### config.mk
export PLATFORM = sky130hd
export DESIGN_NAME = delta_timer_wait_queue
export DESIGN_NICKNAME = d
export VERILOG_FILES = /design/src/dtwq_pkg.sv /design/src/delta_timer_wait_queue.sv /design/src/dtwq_cell.sv /design/src/dtwq_ctrl.sv
export SDC_FILE = /design/constraint.sdc
export NUM_CORES = 2
export LEC_CHECK = 0
export BUFFER_PORTS_ARGS = -buffer_cell sky130_fd_sc_hd__buf_4
export CAP_MARGIN = 10
export CORE_ASPECT_RATIO = 0.75
export CORE_UTILIZATION = 43
export CTS_CLUSTER_SIZE = 40
export DETAILED_ROUTE_END_ITERATION = 16
export PLACE_DENSITY = 0.7
export SYNTH_ARGS = -nofsm -noshare
export SYNTH_HDL_FRONTEND = slang
export SYNTH_SLANG_ARGS = --single-unit
### constraint.sdc
create_clock -name clock -period 23.6 [get_ports clock]
set_clock_uncertainty 0.2 [all_clocks]
set_input_delay 3.54 -clock clock [delete_from_list [all_inputs] [get_ports clock]]
set_output_delay 3.54 -clock clock [all_outputs]
set_load 0.05 [all_outputs]
### src/dtwq_pkg.sv
// Shared types, codes and helpers for the delta-list timer wait queue.
package dtwq_pkg;

   localparam int DELTA_BITS      = 18;
   localparam int TASK_ID_BITS    = 8;
   localparam int TIMEOUT_BITS    = 16;
   localparam int STATUS_BITS     = 3;
   localparam int DEF_QUEUE_DEPTH = 16;
   localparam int DEF_ID_BITS     = 8;
   localparam int MAX_RESULTS     = 16;
   localparam int WAKE_BITS       = $clog2(MAX_RESULTS + 1);

   localparam logic [1:0] OP_INSERT = 2'd0;
   localparam logic [1:0] OP_REMOVE = 2'd1;
   localparam logic [1:0] OP_TICK   = 2'd2;
   localparam logic [1:0] OP_WAKEUP = 2'd3;

   localparam logic [STATUS_BITS-1:0] STAT_INSERTED  = 3'd0;
   localparam logic [STATUS_BITS-1:0] STAT_FULL      = 3'd1;
   localparam logic [STATUS_BITS-1:0] STAT_REMOVED   = 3'd2;
   localparam logic [STATUS_BITS-1:0] STAT_NOT_FOUND = 3'd3;
   localparam logic [STATUS_BITS-1:0] STAT_EXPIRED   = 3'd4;
   localparam logic [STATUS_BITS-1:0] STAT_NO_EXPIRY = 3'd5;
   localparam logic [STATUS_BITS-1:0] STAT_WOKEN     = 3'd6;

   typedef struct packed {
      logic [1:0]              opcode;
      logic [TASK_ID_BITS-1:0] task_id;
      logic [TIMEOUT_BITS-1:0] timeout_ticks;
   } req_type;

   typedef struct packed {
      logic [STATUS_BITS-1:0]  status;
      logic [TASK_ID_BITS-1:0] released_id;
      logic                    id_valid;
      logic                    last;
   } rsp_type;

   typedef enum logic [1:0] {
      CELL_HOLD,
      CELL_INSERT,
      CELL_REMOVE,
      CELL_SET_HEAD
   } cell_op_type;

   typedef struct packed {
      cell_op_type                   op;
      logic                          pop_head;
      logic                          remove_search;
      logic signed [DELTA_BITS-1:0]  head_delta;
   } cell_cmd_type;

   typedef struct packed {
      logic signed [DELTA_BITS-1:0] delta;
      logic signed [DELTA_BITS-1:0] nd;
      logic                         chain;
      logic                         site;
   } link_type;

   typedef enum logic [1:0] {
      S_IDLE,
      S_SETTLE,
      S_APPLY,
      S_WAKE
   } ctrl_state_type;

   function automatic logic signed [DELTA_BITS-1:0] sat_delta(input logic signed [31:0] v);
      logic signed [31:0] hi;
      logic signed [31:0] lo;
      hi = (32'sd1 <<< (DELTA_BITS - 1)) - 32'sd1;
      lo = -(32'sd1 <<< (DELTA_BITS - 1));
      if (v > hi) begin
         return DELTA_BITS'(hi);
      end else if (v < lo) begin
         return DELTA_BITS'(lo);
      end
      return DELTA_BITS'(v);
   endfunction

endpackage

### src/delta_timer_wait_queue.sv
// Delta-list timer wait queue: sorted chain of timeout cells with sequencer.
//
// Usage: items arrive on req_valid/req_stall with req_data (opcode, task_id,
// timeout_ticks); results leave on rsp_valid/rsp_stall with rsp_data (status,
// released_id, id_valid, last). A transfer happens on a clock edge with valid
// high and stall low. csr_valid/csr_ready/csr_data writes wake_one_mode
// (csr_ready is always high); write it only while the queue is idle.
// One item is handled at a time. For insert and remove, running timeout
// sums and the first-match flag ripple through the cell chain one cell per
// cycle, then every cell shifts at once; tick skips the ripple. Wakeup gives
// one result per cycle while the output is not stalled, up to 16, the last
// one flagged; a new item is taken once the final result is in the output
// register, so a waiting result does not block the input.
// A stalled result holds in the output register and the sequencer waits.
// Reset (synchronous) empties the queue and clears wake_one_mode; no
// clearing pass follows, the block is ready in the next cycle.
module delta_timer_wait_queue #(
   parameter int QUEUE_DEPTH = dtwq_pkg::DEF_QUEUE_DEPTH,
   parameter int ID_BITS     = dtwq_pkg::DEF_ID_BITS
) (
   input  logic               clock,
   input  logic               reset,
   input  logic               req_valid,
   output logic               req_stall,
   input  dtwq_pkg::req_type  req_data,
   output logic               rsp_valid,
   input  logic               rsp_stall,
   output dtwq_pkg::rsp_type  rsp_data,
   input  logic               csr_valid,
   output logic               csr_ready,
   input  logic               csr_data
);
   import dtwq_pkg::*;

   localparam int CUM_BITS = DELTA_BITS + $clog2(QUEUE_DEPTH) + 1;
   localparam int CNT_BITS = $clog2(QUEUE_DEPTH + 1);

   logic                        wake_one_ff, wake_one_in;
   cell_cmd_type                cmd;
   logic [ID_BITS-1:0]          key_id;
   logic [TIMEOUT_BITS-1:0]     key_t;
   logic [CNT_BITS-1:0]         count;
   logic [ID_BITS-1:0]          cell_id   [QUEUE_DEPTH];
   link_type                    cell_link [QUEUE_DEPTH];
   logic signed [CUM_BITS-1:0]  cell_cum  [QUEUE_DEPTH];
   logic [QUEUE_DEPTH-1:0]      site_vec;

   assign csr_ready   = 1'b1;
   assign wake_one_in = (csr_valid && csr_ready) ? csr_data : wake_one_ff;

   always_ff @(posedge clock) begin
      if (reset) begin
         wake_one_ff <= 1'b0;
      end else begin
         wake_one_ff <= wake_one_in;
      end
   end

   dtwq_ctrl #(
      .QUEUE_DEPTH (QUEUE_DEPTH),
      .ID_BITS     (ID_BITS),
      .CNT_BITS    (CNT_BITS)
   ) u_ctrl (
      .clock      (clock),
      .reset      (reset),
      .req_valid  (req_valid),
      .req_stall  (req_stall),
      .req_data   (req_data),
      .rsp_valid  (rsp_valid),
      .rsp_stall  (rsp_stall),
      .rsp_data   (rsp_data),
      .wake_one   (wake_one_ff),
      .head_id    (cell_id[0]),
      .head_delta (cell_link[0].delta),
      .found      (cell_link[QUEUE_DEPTH-1].chain),
      .cmd        (cmd),
      .key_id     (key_id),
      .key_t      (key_t),
      .count      (count)
   );

   for (genvar i = 0; i < QUEUE_DEPTH; i++) begin : g_cell
      logic [ID_BITS-1:0]         l_id, r_id;
      link_type                   l_link, r_link;
      logic signed [CUM_BITS-1:0] l_cum;
      logic                       occ;

      if (i == 0) begin : g_first
         assign l_id   = '0;
         assign l_link = '0;
         assign l_cum  = '0;
      end else begin : g_left
         assign l_id   = cell_id[i-1];
         assign l_link = cell_link[i-1];
         assign l_cum  = cell_cum[i-1];
      end

      if (i == QUEUE_DEPTH - 1) begin : g_tail
         assign r_id   = cell_id[i];
         assign r_link = cell_link[i];
      end else begin : g_right
         assign r_id   = cell_id[i+1];
         assign r_link = cell_link[i+1];
      end

      assign occ         = (CNT_BITS'(i) < count);
      assign site_vec[i] = cell_link[i].site;

      dtwq_cell #(
         .ID_BITS  (ID_BITS),
         .CUM_BITS (CUM_BITS),
         .IS_HEAD  (i == 0)
      ) u_cell (
         .clock      (clock),
         .cmd        (cmd),
         .key_id     (key_id),
         .key_t      (key_t),
         .occupied   (occ),
         .left_id    (l_id),
         .left_link  (l_link),
         .left_cum   (l_cum),
         .right_id   (r_id),
         .right_link (r_link),
         .id_out     (cell_id[i]),
         .link_out   (cell_link[i]),
         .cum_out    (cell_cum[i])
      );
   end

`ifndef SYNTHESIS
   a_count_range: assert property (@(posedge clock) disable iff (reset)
      count <= CNT_BITS'(QUEUE_DEPTH))
      else $error("entry count beyond queue depth");

   a_count_step: assert property (@(posedge clock) disable iff (reset)
      1'b1 |=> (count == $past(count) || count == $past(count) + 1'b1
                || count == $past(count) - 1'b1))
      else $error("entry count moved by more than one");

   a_insert_site: assert property (@(posedge clock) disable iff (reset)
      (cmd.op == CELL_INSERT) |-> $onehot(site_vec))
      else $error("insert without a single insertion cell");

   a_remove_site: assert property (@(posedge clock) disable iff (reset)
      (cmd.op == CELL_REMOVE && !cmd.pop_head) |-> $onehot(site_vec))
      else $error("remove without a single matching cell");
`endif

endmodule

### src/dtwq_cell.sv
// One queue cell: an entry, its running timeout sum and its neighbour links.
module dtwq_cell #(
   parameter int ID_BITS  = dtwq_pkg::DEF_ID_BITS,
   parameter int CUM_BITS = dtwq_pkg::DELTA_BITS + 5,
   parameter bit IS_HEAD  = 1'b0
) (
   input  logic                                clock,
   input  dtwq_pkg::cell_cmd_type              cmd,
   input  logic [ID_BITS-1:0]                  key_id,
   input  logic [dtwq_pkg::TIMEOUT_BITS-1:0]   key_t,
   input  logic                                occupied,
   input  logic [ID_BITS-1:0]                  left_id,
   input  dtwq_pkg::link_type                  left_link,
   input  logic signed [CUM_BITS-1:0]          left_cum,
   input  logic [ID_BITS-1:0]                  right_id,
   input  dtwq_pkg::link_type                  right_link,
   output logic [ID_BITS-1:0]                  id_out,
   output dtwq_pkg::link_type                  link_out,
   output logic signed [CUM_BITS-1:0]          cum_out
);
   import dtwq_pkg::*;

   logic [ID_BITS-1:0]           id_ff, id_in;
   logic signed [DELTA_BITS-1:0] delta_ff, delta_in;
   logic signed [DELTA_BITS-1:0] nd_ff, own_delta;
   logic signed [CUM_BITS-1:0]   cum_ff, key_ext;
   logic                         before_ff, hit, site, eff_site, eff_before;

   assign key_ext = CUM_BITS'($signed({1'b0, key_t}));
   assign hit     = cmd.remove_search ? (occupied && id_ff == key_id)
                                      : (!occupied || cum_ff > key_ext);
   assign site    = hit && !before_ff;

   // running sums and first-hit flag ripple one cell per cycle
   always_ff @(posedge clock) begin
      cum_ff    <= left_cum + CUM_BITS'(delta_ff);
      before_ff <= left_link.chain;
      nd_ff     <= sat_delta(32'(key_ext) - 32'(left_cum));
      id_ff     <= id_in;
      delta_ff  <= delta_in;
   end

   always_comb begin
      id_in      = id_ff;
      delta_in   = delta_ff;
      eff_site   = cmd.pop_head ? IS_HEAD : site;
      eff_before = cmd.pop_head ? !IS_HEAD : before_ff;
      own_delta  = (cmd.pop_head && IS_HEAD) ? cmd.head_delta : delta_ff;
      case (cmd.op)
         CELL_INSERT: begin
            if (site) begin
               id_in    = key_id;
               delta_in = nd_ff;
            end else if (before_ff) begin
               id_in    = left_id;
               delta_in = left_link.site
                        ? sat_delta(32'(left_link.delta) - 32'(left_link.nd))
                        : left_link.delta;
            end
         end
         CELL_REMOVE: begin
            if (eff_site) begin
               id_in    = right_id;
               delta_in = sat_delta(32'(right_link.delta) + 32'(own_delta));
            end else if (eff_before) begin
               id_in    = right_id;
               delta_in = right_link.delta;
            end
         end
         CELL_SET_HEAD: begin
            if (IS_HEAD) begin
               delta_in = cmd.head_delta;
            end
         end
         CELL_HOLD: begin
         end
         default: begin
         end
      endcase
   end

   assign id_out   = id_ff;
   assign link_out = '{delta: delta_ff, nd: nd_ff, chain: before_ff | hit, site: site};
   assign cum_out  = cum_ff;

endmodule

### src/dtwq_ctrl.sv
// Sequencer: input transfer, entry count, cell commands and the result register.
module dtwq_ctrl #(
   parameter int QUEUE_DEPTH = dtwq_pkg::DEF_QUEUE_DEPTH,
   parameter int ID_BITS     = dtwq_pkg::DEF_ID_BITS,
   parameter int CNT_BITS    = $clog2(QUEUE_DEPTH + 1)
) (
   input  logic                                clock,
   input  logic                                reset,
   input  logic                                req_valid,
   output logic                                req_stall,
   input  dtwq_pkg::req_type                   req_data,
   output logic                                rsp_valid,
   input  logic                                rsp_stall,
   output dtwq_pkg::rsp_type                   rsp_data,
   input  logic                                wake_one,
   input  logic [ID_BITS-1:0]                  head_id,
   input  logic signed [dtwq_pkg::DELTA_BITS-1:0] head_delta,
   input  logic                                found,
   output dtwq_pkg::cell_cmd_type              cmd,
   output logic [ID_BITS-1:0]                  key_id,
   output logic [dtwq_pkg::TIMEOUT_BITS-1:0]   key_t,
   output logic [CNT_BITS-1:0]                 count
);
   import dtwq_pkg::*;

   localparam int WAIT_BITS = $clog2(QUEUE_DEPTH);

   ctrl_state_type               state_ff, state_in;
   logic [1:0]                   op_ff, op_in;
   logic [ID_BITS-1:0]           key_id_ff, key_id_in;
   logic [TIMEOUT_BITS-1:0]      key_t_ff, key_t_in;
   logic [CNT_BITS-1:0]          count_ff, count_in;
   logic [WAIT_BITS-1:0]         wait_ff, wait_in;
   logic [WAKE_BITS-1:0]         nwake_ff, nwake_in;
   logic                         rsp_valid_ff, rsp_valid_in;
   rsp_type                      rsp_ff, rsp_in;
   logic                         accept, out_free, full, wake_last;
   logic signed [DELTA_BITS-1:0] head_dec;

   assign req_stall = (state_ff != S_IDLE);
   assign accept    = req_valid && !req_stall;
   assign out_free  = !rsp_valid_ff || !rsp_stall;
   assign full      = (count_ff == CNT_BITS'(QUEUE_DEPTH));
   assign head_dec  = sat_delta(32'(head_delta) - 32'sd1);
   assign wake_last = (count_ff == CNT_BITS'(1)) || wake_one
                   || (nwake_ff == WAKE_BITS'(MAX_RESULTS - 1));

   always_ff @(posedge clock) begin
      if (reset) begin
         state_ff     <= S_IDLE;
         count_ff     <= '0;
         wait_ff      <= '0;
         nwake_ff     <= '0;
         rsp_valid_ff <= 1'b0;
      end else begin
         state_ff     <= state_in;
         count_ff     <= count_in;
         wait_ff      <= wait_in;
         nwake_ff     <= nwake_in;
         rsp_valid_ff <= rsp_valid_in;
      end
   end

   always_ff @(posedge clock) begin
      op_ff     <= op_in;
      key_id_ff <= key_id_in;
      key_t_ff  <= key_t_in;
      rsp_ff    <= rsp_in;
   end

   always_comb begin
      state_in     = state_ff;
      count_in     = count_ff;
      wait_in      = wait_ff;
      nwake_in     = nwake_ff;
      rsp_valid_in = rsp_valid_ff && rsp_stall;
      rsp_in       = rsp_ff;
      op_in        = op_ff;
      key_id_in    = key_id_ff;
      key_t_in     = key_t_ff;
      cmd          = '{op: CELL_HOLD, pop_head: 1'b0,
                       remove_search: (op_ff == OP_REMOVE), head_delta: head_delta};
      case (state_ff)
         S_IDLE: begin
            if (accept) begin
               op_in     = req_data.opcode;
               key_id_in = ID_BITS'(req_data.task_id);
               key_t_in  = req_data.timeout_ticks;
               wait_in   = '0;
               nwake_in  = '0;
               case (req_data.opcode)
                  OP_INSERT: state_in = S_SETTLE;
                  OP_REMOVE: state_in = S_SETTLE;
                  OP_TICK:   state_in = S_APPLY;
                  default:   state_in = S_WAKE;
               endcase
            end
         end
         S_SETTLE: begin
            wait_in = wait_ff + 1'b1;
            if (wait_ff == WAIT_BITS'(QUEUE_DEPTH - 1)) begin
               state_in = S_APPLY;
            end
         end
         S_APPLY: begin
            if (out_free) begin
               rsp_valid_in = 1'b1;
               state_in     = S_IDLE;
               case (op_ff)
                  OP_INSERT: begin
                     if (full) begin
                        rsp_in = '{status: STAT_FULL, released_id: '0,
                                   id_valid: 1'b0, last: 1'b1};
                     end else begin
                        cmd.op   = CELL_INSERT;
                        count_in = count_ff + 1'b1;
                        rsp_in   = '{status: STAT_INSERTED,
                                     released_id: TASK_ID_BITS'(key_id_ff),
                                     id_valid: 1'b1, last: 1'b1};
                     end
                  end
                  OP_REMOVE: begin
                     if (found) begin
                        cmd.op   = CELL_REMOVE;
                        count_in = count_ff - 1'b1;
                        rsp_in   = '{status: STAT_REMOVED,
                                     released_id: TASK_ID_BITS'(key_id_ff),
                                     id_valid: 1'b1, last: 1'b1};
                     end else begin
                        rsp_in = '{status: STAT_NOT_FOUND, released_id: '0,
                                   id_valid: 1'b0, last: 1'b1};
                     end
                  end
                  OP_TICK: begin
                     rsp_in = '{status: STAT_NO_EXPIRY, released_id: '0,
                                id_valid: 1'b0, last: 1'b1};
                     if (count_ff != '0) begin
                        cmd.head_delta = head_dec;
                        if (head_dec[DELTA_BITS-1] || head_dec == '0) begin
                           cmd.op       = CELL_REMOVE;
                           cmd.pop_head = 1'b1;
                           count_in     = count_ff - 1'b1;
                           rsp_in       = '{status: STAT_EXPIRED,
                                            released_id: TASK_ID_BITS'(head_id),
                                            id_valid: 1'b1, last: 1'b1};
                        end else begin
                           cmd.op = CELL_SET_HEAD;
                        end
                     end
                  end
                  default: begin
                     rsp_in = '{status: STAT_WOKEN, released_id: '0,
                                id_valid: 1'b0, last: 1'b1};
                  end
               endcase
            end
         end
         S_WAKE: begin
            if (out_free) begin
               rsp_valid_in = 1'b1;
               if (count_ff == '0) begin
                  rsp_in   = '{status: STAT_WOKEN, released_id: '0,
                               id_valid: 1'b0, last: 1'b1};
                  state_in = S_IDLE;
               end else begin
                  cmd.op       = CELL_REMOVE;
                  cmd.pop_head = 1'b1;
                  count_in     = count_ff - 1'b1;
                  nwake_in     = nwake_ff + 1'b1;
                  rsp_in       = '{status: STAT_WOKEN,
                                   released_id: TASK_ID_BITS'(head_id),
                                   id_valid: 1'b1, last: wake_last};
                  if (wake_last) begin
                     state_in = S_IDLE;
                  end
               end
            end
         end
         default: begin
            state_in = S_IDLE;
         end
      endcase
   end

   assign rsp_valid = rsp_valid_ff;
   assign rsp_data  = rsp_ff;
   assign key_id    = key_id_ff;
   assign key_t     = key_t_ff;
   assign count     = count_ff;

endmodule
### Yosys cells after proc, flatten, opt, wreduce, memory -nomap -nowiden

Cells that the tools add are included.
W data, S select, Z words.

* logic and storage cells: 1084
* flip-flop bits (word level): 1135
* output and inout bits: 16

* multiplexer cells: 580
* reductions and logical operators: 127
* magnitude comparators: 128
* eq/ne operators: 73
* add/sub/neg operators: 66
* bitwise logic cells: 16

Operator list (count)
* $mux W18: 223
* $gt A32 B18 Y1 const B: 47
* $lt A32 B18 Y1 const B: 47
* $pmux W18 S2: 15
* $mux W8: 60
* $add A18 B18 Y19: 17
* $gt A23 B17 Y1: 14
* $sub A17 B23 Y24: 13
* $add A23 B18 Y23: 13
* $sub A18 B18 Y19: 15
* $pmux W8 S2: 15
* $mux W1: 225
* $eq A8 B8 Y1: 16
* $ne A3 B1 Y1 const B: 30
* $pmux W18 S3: 1
* $reduce_and A3 Y1: 18
* $mux W5: 10
* $lt A4 B5 Y1 const A: 8
* $mux W13: 3
* $pmux W13 S3: 1
* $logic_not A1 Y1: 34
* $logic_and A1 B1 Y1: 33
* $mux W11: 3
* $pmux W13 S2: 1
* 52 further kinds: 128

### Logic depth before layout (Yosys ltp)

* depth after elaboration: 22
* mapped depth: 37
* gate-level depth less buffers: 31

### By module

From an unflattened synthesis, not the netlist that was laid out.

* cells, all modules: 14459
* area total of the unflattened synthesis: 118105.8 um2

By module, submodules not included
* dtwq_cell (g_cell[11].u_cell ...): area each 7109.3 um2, instances 11, cells an instance 876
* dtwq_cell (g_cell[15].u_cell ...): area each 7131.8 um2, instances 2, cells an instance 850
* dtwq_cell (g_cell[0].u_cell): area each 7591.0 um2, instances 1, cells an instance 913
* dtwq_cell (g_cell[10].u_cell): area each 7309.5 um2, instances 1, cells an instance 908
* dtwq_cell (g_cell[9].u_cell): area each 7186.9 um2, instances 1, cells an instance 914
* dtwq_ctrl: area each 3345.7 um2, instances 1, cells an instance 355
* delta_timer_wait_queue: area each 206.4 um2, instances 1, cells an instance 33

### Worst setup path after synthesis

Ideal clock, no wire load.

* path kind: input-to-reg
* from: input port rsp_stall
* to: register g_cell[0].u_cell.delta_ff[2] (data pin)
* stages: 26
* slack: 14628 ps
* data required time: 23132 ps
* path buffers: 5
* data arrival time: 8503 ps
* path through: nand2_1 nand2_1 or3_1 clkbuf_1 clkbuf_1 clkbuf_1 nor2_2 nand3_1 o21ai_0 ha_1 inv_1 fa_1 nand2b_1 a21oi_1 o41a_1 a41oi_1 o31ai_1 o211ai_1 a41oi_1 ha_1 buf_1 o21ai_1 clkbuf_1 a21oi_1 a31oi_1 o21ai_0

* longest elaborated chain between the ends: 14
* elaborated cells on any way between the ends: 22
* those cells by class: add/sub (1); order compare (2); eq/ne (3); mux (14); reduce/logical (2)

Ends and longest elaborated chain
* from (decl): line delta_timer_wait_queue.sv:27 `input logic rsp_stall,`
* $logic_not A1 Y1 (*): line dtwq_ctrl.sv:42 `assign out_free = !rsp_valid_ff || !rsp_stall;`
* $logic_or A1 B1 Y1 (*): line dtwq_ctrl.sv:42
* $mux W3 (tied with other cells): line dtwq_ctrl.sv:159 `if (out_free) begin`
* $pmux W3 S2 / $mux W18 (equally long branches): line dtwq_ctrl.sv:83 `case (state_ff)`
* $mux W18: line dtwq_cell.sv:48 `own_delta = (cmd.pop_head && IS_HEAD) ? cmd.head_delta : delta_ff;`
* $add A18 B18 Y19: line dtwq_cell.sv:64 `delta_in = sat_delta(32'(right_link.delta) + 32'(own_delta));`
* $lt A32 B18 Y1: line dtwq_pkg.sv:74 `end else if (v < lo) begin`
* $mux W1: line dtwq_pkg.sv:74
* $mux W1: line dtwq_pkg.sv:72 `if (v > hi) begin`
* $mux W1: line dtwq_cell.sv:62 `if (eff_site) begin`
* $mux W1: line dtwq_cell.sv:49 `case (cmd.op)`
* $mux W18: line dtwq_pkg.sv:77 `return DELTA_BITS'(v);`
* $mux W18: line dtwq_cell.sv:62
* $pmux W18 S3 (*): line dtwq_cell.sv:49
* net g_cell[0].u_cell.delta_in[2]: line dtwq_cell.sv:24 `logic signed [DELTA_BITS-1:0] delta_ff, delta_in;`
* to (signal assigned): line dtwq_cell.sv:40 `delta_ff <= delta_in;`
* to (decl): line dtwq_cell.sv:24

Mark *: on every way through the listed nets, which the timed path passes. The rest lies on a longest branch. The select of a mux whose other input is x is not followed.
A chain may end at the register's enable or synchronous reset.

### Worst setup path in the final report

* from: register g_cell[0].u_cell.delta_ff[11]
* to: register g_cell[0].u_cell.delta_ff[13] (data pin)

* longest elaborated chain between the ends: 22
* elaborated cells on any way between the ends: 35
* those cells by class: add/sub (2); order compare (4); eq/ne (3); mux (24); reduce/logical (2)

Ends and longest elaborated chain
* $sub A18 B2 Y19: line dtwq_ctrl.sv:44 `assign head_dec = sat_delta(32'(head_delta) - 32'sd1);`
* $lt A32 B18 Y1: line dtwq_pkg.sv:74
* $mux W1: line dtwq_pkg.sv:74
* $mux W1: line dtwq_pkg.sv:72
* $mux W18: line dtwq_pkg.sv:77
* $logic_not A18 Y1: line dtwq_ctrl.sv:139 `if (head_dec[DELTA_BITS-1] || head_dec == '0) begin`
* $logic_or A1 B1 Y1: line dtwq_ctrl.sv:139
* $mux W1: line dtwq_ctrl.sv:139
* [... 7 more ...]
* $mux W1: line dtwq_pkg.sv:74
* $mux W1: line dtwq_pkg.sv:72
* $mux W1: line dtwq_cell.sv:62
* $mux W1: line dtwq_cell.sv:49
* $mux W18: line dtwq_pkg.sv:77
* $mux W18: line dtwq_cell.sv:62
* $pmux W18 S3 (*): line dtwq_cell.sv:49
* net g_cell[0].u_cell.delta_in[13]: line dtwq_cell.sv:24

Marked as above.

==> metrics.txt <==
status=finished, final reports clean; hold_sp=g_cell[14].u_cell.before_ff; Overall Power=16.62 mW; cells after synthesis=12320; post-cts sizing count=0; startpoint types=flop; Area growth syn-to-layout=8.763%; Main synth FF type=dfxtp_1; post-detailed-routing wire length=374200 um; Final Max Slew Viols=0; dominant cells by area after synthesis=ha_1, edfxtp_1, dfxtp_1; PD cells=150.1 nW/um^2; Slew @ Worst Pin=1315 ps; synth warn=0; peak supply drop=0.08777 mV; Inserted Clock Buffers=136; syn nets=13550; Achievable Freq=0.09087 GHz; H-Tree Depth=4; starting density of the core=0.4330; first-pass GRT wire length=552800 um; vias=97030; Leak=47.51 nW; sequential element share of the synthesized area=0.2670; slew margin rel.=0.1237; Cells after DPL=15260; crit path from=g_cell[0].u_cell.delta_ff[11]; Core Util, Final=0.4709; Tightest Hold Check Type=flop to flop; reg2reg start=g_cell[0].u_cell.delta_ff[11]; post-route insts no fill=15510; CP required=23950 ps; routed length per instance=24.12 um; Synth area leader=ha_1; final period utilization=0.4663; CP arrival=11360 ps; initial drt markers=13380; Clock Latency Late Sink=820 ps; proportion of layout cells with a drive suffix above 1=0.05514; TritonCTS clock tree=yes; die area=238700 um^2; Post-CTS Setup Inserts=0; vias in the first global route=86350; total track usage=0.3018; GRT Residual Overflow=0; DRC violations left=0; Final HPWL DP=287100 um; CP Capture Type=flop; CTS root buf=clkbuf_16; fraction of registers with async set/reset=0; Clk pin slew, worst setup/hold paths=60 ps; Setup CP Type=flop to flop; top cells by count, synth=a21oi_1, ha_1, o21ai_0; die width=563.8 um; top-count cell post-synth=a21oi_1; Core Region=235100 um^2; EDFF count, synth=455; Synth Register Bits=1130; die height=423.3 um; synth unique cells=99; unrepaired setup endpoints after global routing=no; Cell Rows=154; top cell type's share of synthesized area=0.1395; CTS sink cnt=1130; routability cong.=1.012; max-cap violations=0; Final Hold Fails=0; worst-path fanout max=31; Post-CTS Hold Fix Bufs=0; # IOs=48; ANT nets after route=0; syn avg cell area=8.262 um^2; setup TNS=0 ps; CTS Buffer Depth=3; Via density=6.255; # nets final=13500; Final setup viols=0; post-route minimum period=11000 ps; pin count of the biggest net entering global routing=217; drt pass-1 iters=8; initial antenna violation count=18; Post-Syn Area=101800 um^2; IO Port Bufs=46
[per-layer routing]
| layer | GRT usage | vias up | wire length, um |
|---|---|---|---|
| met5 | 0.008468 | - | 323 |
| met3 | 0.1016 | 715 | 53570 |
| met4 | 0.08438 | 26 | 11980 |
| met1 | 0.4481 | 45490 | 167300 |
| met2 | 0.4040 | 5378 | 141000 |
| li1 | - | 45420 | - |
[cells by family after synthesis]
kind of cell	synth area share
compound gates	0.2772
simple gates	0.1447
buf+inv	0.04792
fa+ha+maj	0.1551
flops	0.2670
xor+xnor	0.08966
mux	0.01839
other cells	0.00003684
[state kept, by name, summed over array words and instances, names as in the netlist]
signal and flops:
u_ctrl.op_ff 2, g_cell.u_cell.before_ff 15, g_cell.u_cell.cum_out 356, g_cell.u_cell.nd_ff 286
u_ctrl.key_t 16, u_ctrl.nwake_ff 5, g_cell.u_cell.delta_ff 288, u_ctrl.count 5
u_ctrl.key_id 8, u_ctrl.rsp_valid 1, u_ctrl.wait_ff 4, u_ctrl.state_ff 2
wake_one_ff 1, g_cell.u_cell.id_out 128, u_ctrl.rsp_data 13
[report_power, final]
group	internal (mW)	switching, mW
Combinational	4.24	6.26
Clock	1.28	0.948
Sequential	2.90	1.00
Total	8.42	8.20
[metrics by stage]
step | hold WS [ps] | setup WS, ps | cell area (um^2)
floorplan | 146.2 | 14630 | 101800
global placement | 254.3 | 12660 | 106100
detailed placement | 249.3 | 12600 | 106100
CTS | 270.6 | 13000 | 110700
global route | 298.8 | 12210 | 110700
finish | 274.0 | 12600 | 110700
[cells in the final DEF (no fill, tap or decap), types with 144 or more instances in the layout]
cell type,synthesis,layout
a211oi_1,238,233
a21o_1,437,437
a21oi_1,1183,1180
a31oi_1,167,157
buf_4,3,211
clkbuf_16,0,144
dfxtp_1,675,675
edfxtp_1,455,455
ha_1,1135,1133
inv_1,883,882
mux2i_1,151,151
nand2_1,820,820
nand2b_1,149,148
nand3_1,240,238
nor2_1,828,822
nor2b_1,162,160
nor3_1,285,284
o211ai_1,151,151
o21a_1,203,202
o21ai_0,930,929
xnor2_1,690,690
xor2_1,352,352
[worst max-delay path, stage by stage, from the launching register on]
cell      delay (ps)
edfxtp_1         530
nor4_1           770
nor4b_1          450
a21oi_1          180
or2_2            340
ha_1             860
clkinv_1         560
o31ai_2          710
o21ai_4          320
a21oi_4          980
o21ai_0          290
ha_1             420
o211ai_1         110
o21ai_0          420
a31oi_1          220
o22ai_1          370
o211ai_1         190
and3_1           190
a311oi_1         510
inv_1            100
ha_1             560
o21ai_1          740
buf_4            290
a21oi_1           60
a311o_1          350
[worst paths after layout]
| kind | to | slack (ps) | cells past startpoint |
|---|---|---|---|
| worst min register to register | g_cell[15].u_cell.before_ff | 270 | 2 |
| worst min-delay path | g_cell[15].u_cell.before_ff | 270 | 2 |
| worst max-delay path | g_cell[0].u_cell.delta_ff[13] | 12600 | 24 |
| worst max register to register | g_cell[0].u_cell.delta_ff[13] | 12600 | 24 |
[cell type report]
cell class | count | area (um^2)
repair buffers | 213 | 1624
clock inverters | 60 | 651.9
well taps | 3120 | 3904
diodes | 6 | 15.01
flip-flops and latches | 1130 | 27180
multi-input cells | 9910 | 70100
inverters | 886 | 3331
fillers | 22740 | 124400
clock buffers | 187 | 3905
Note: power is estimated with default switching activity, not from simulation.
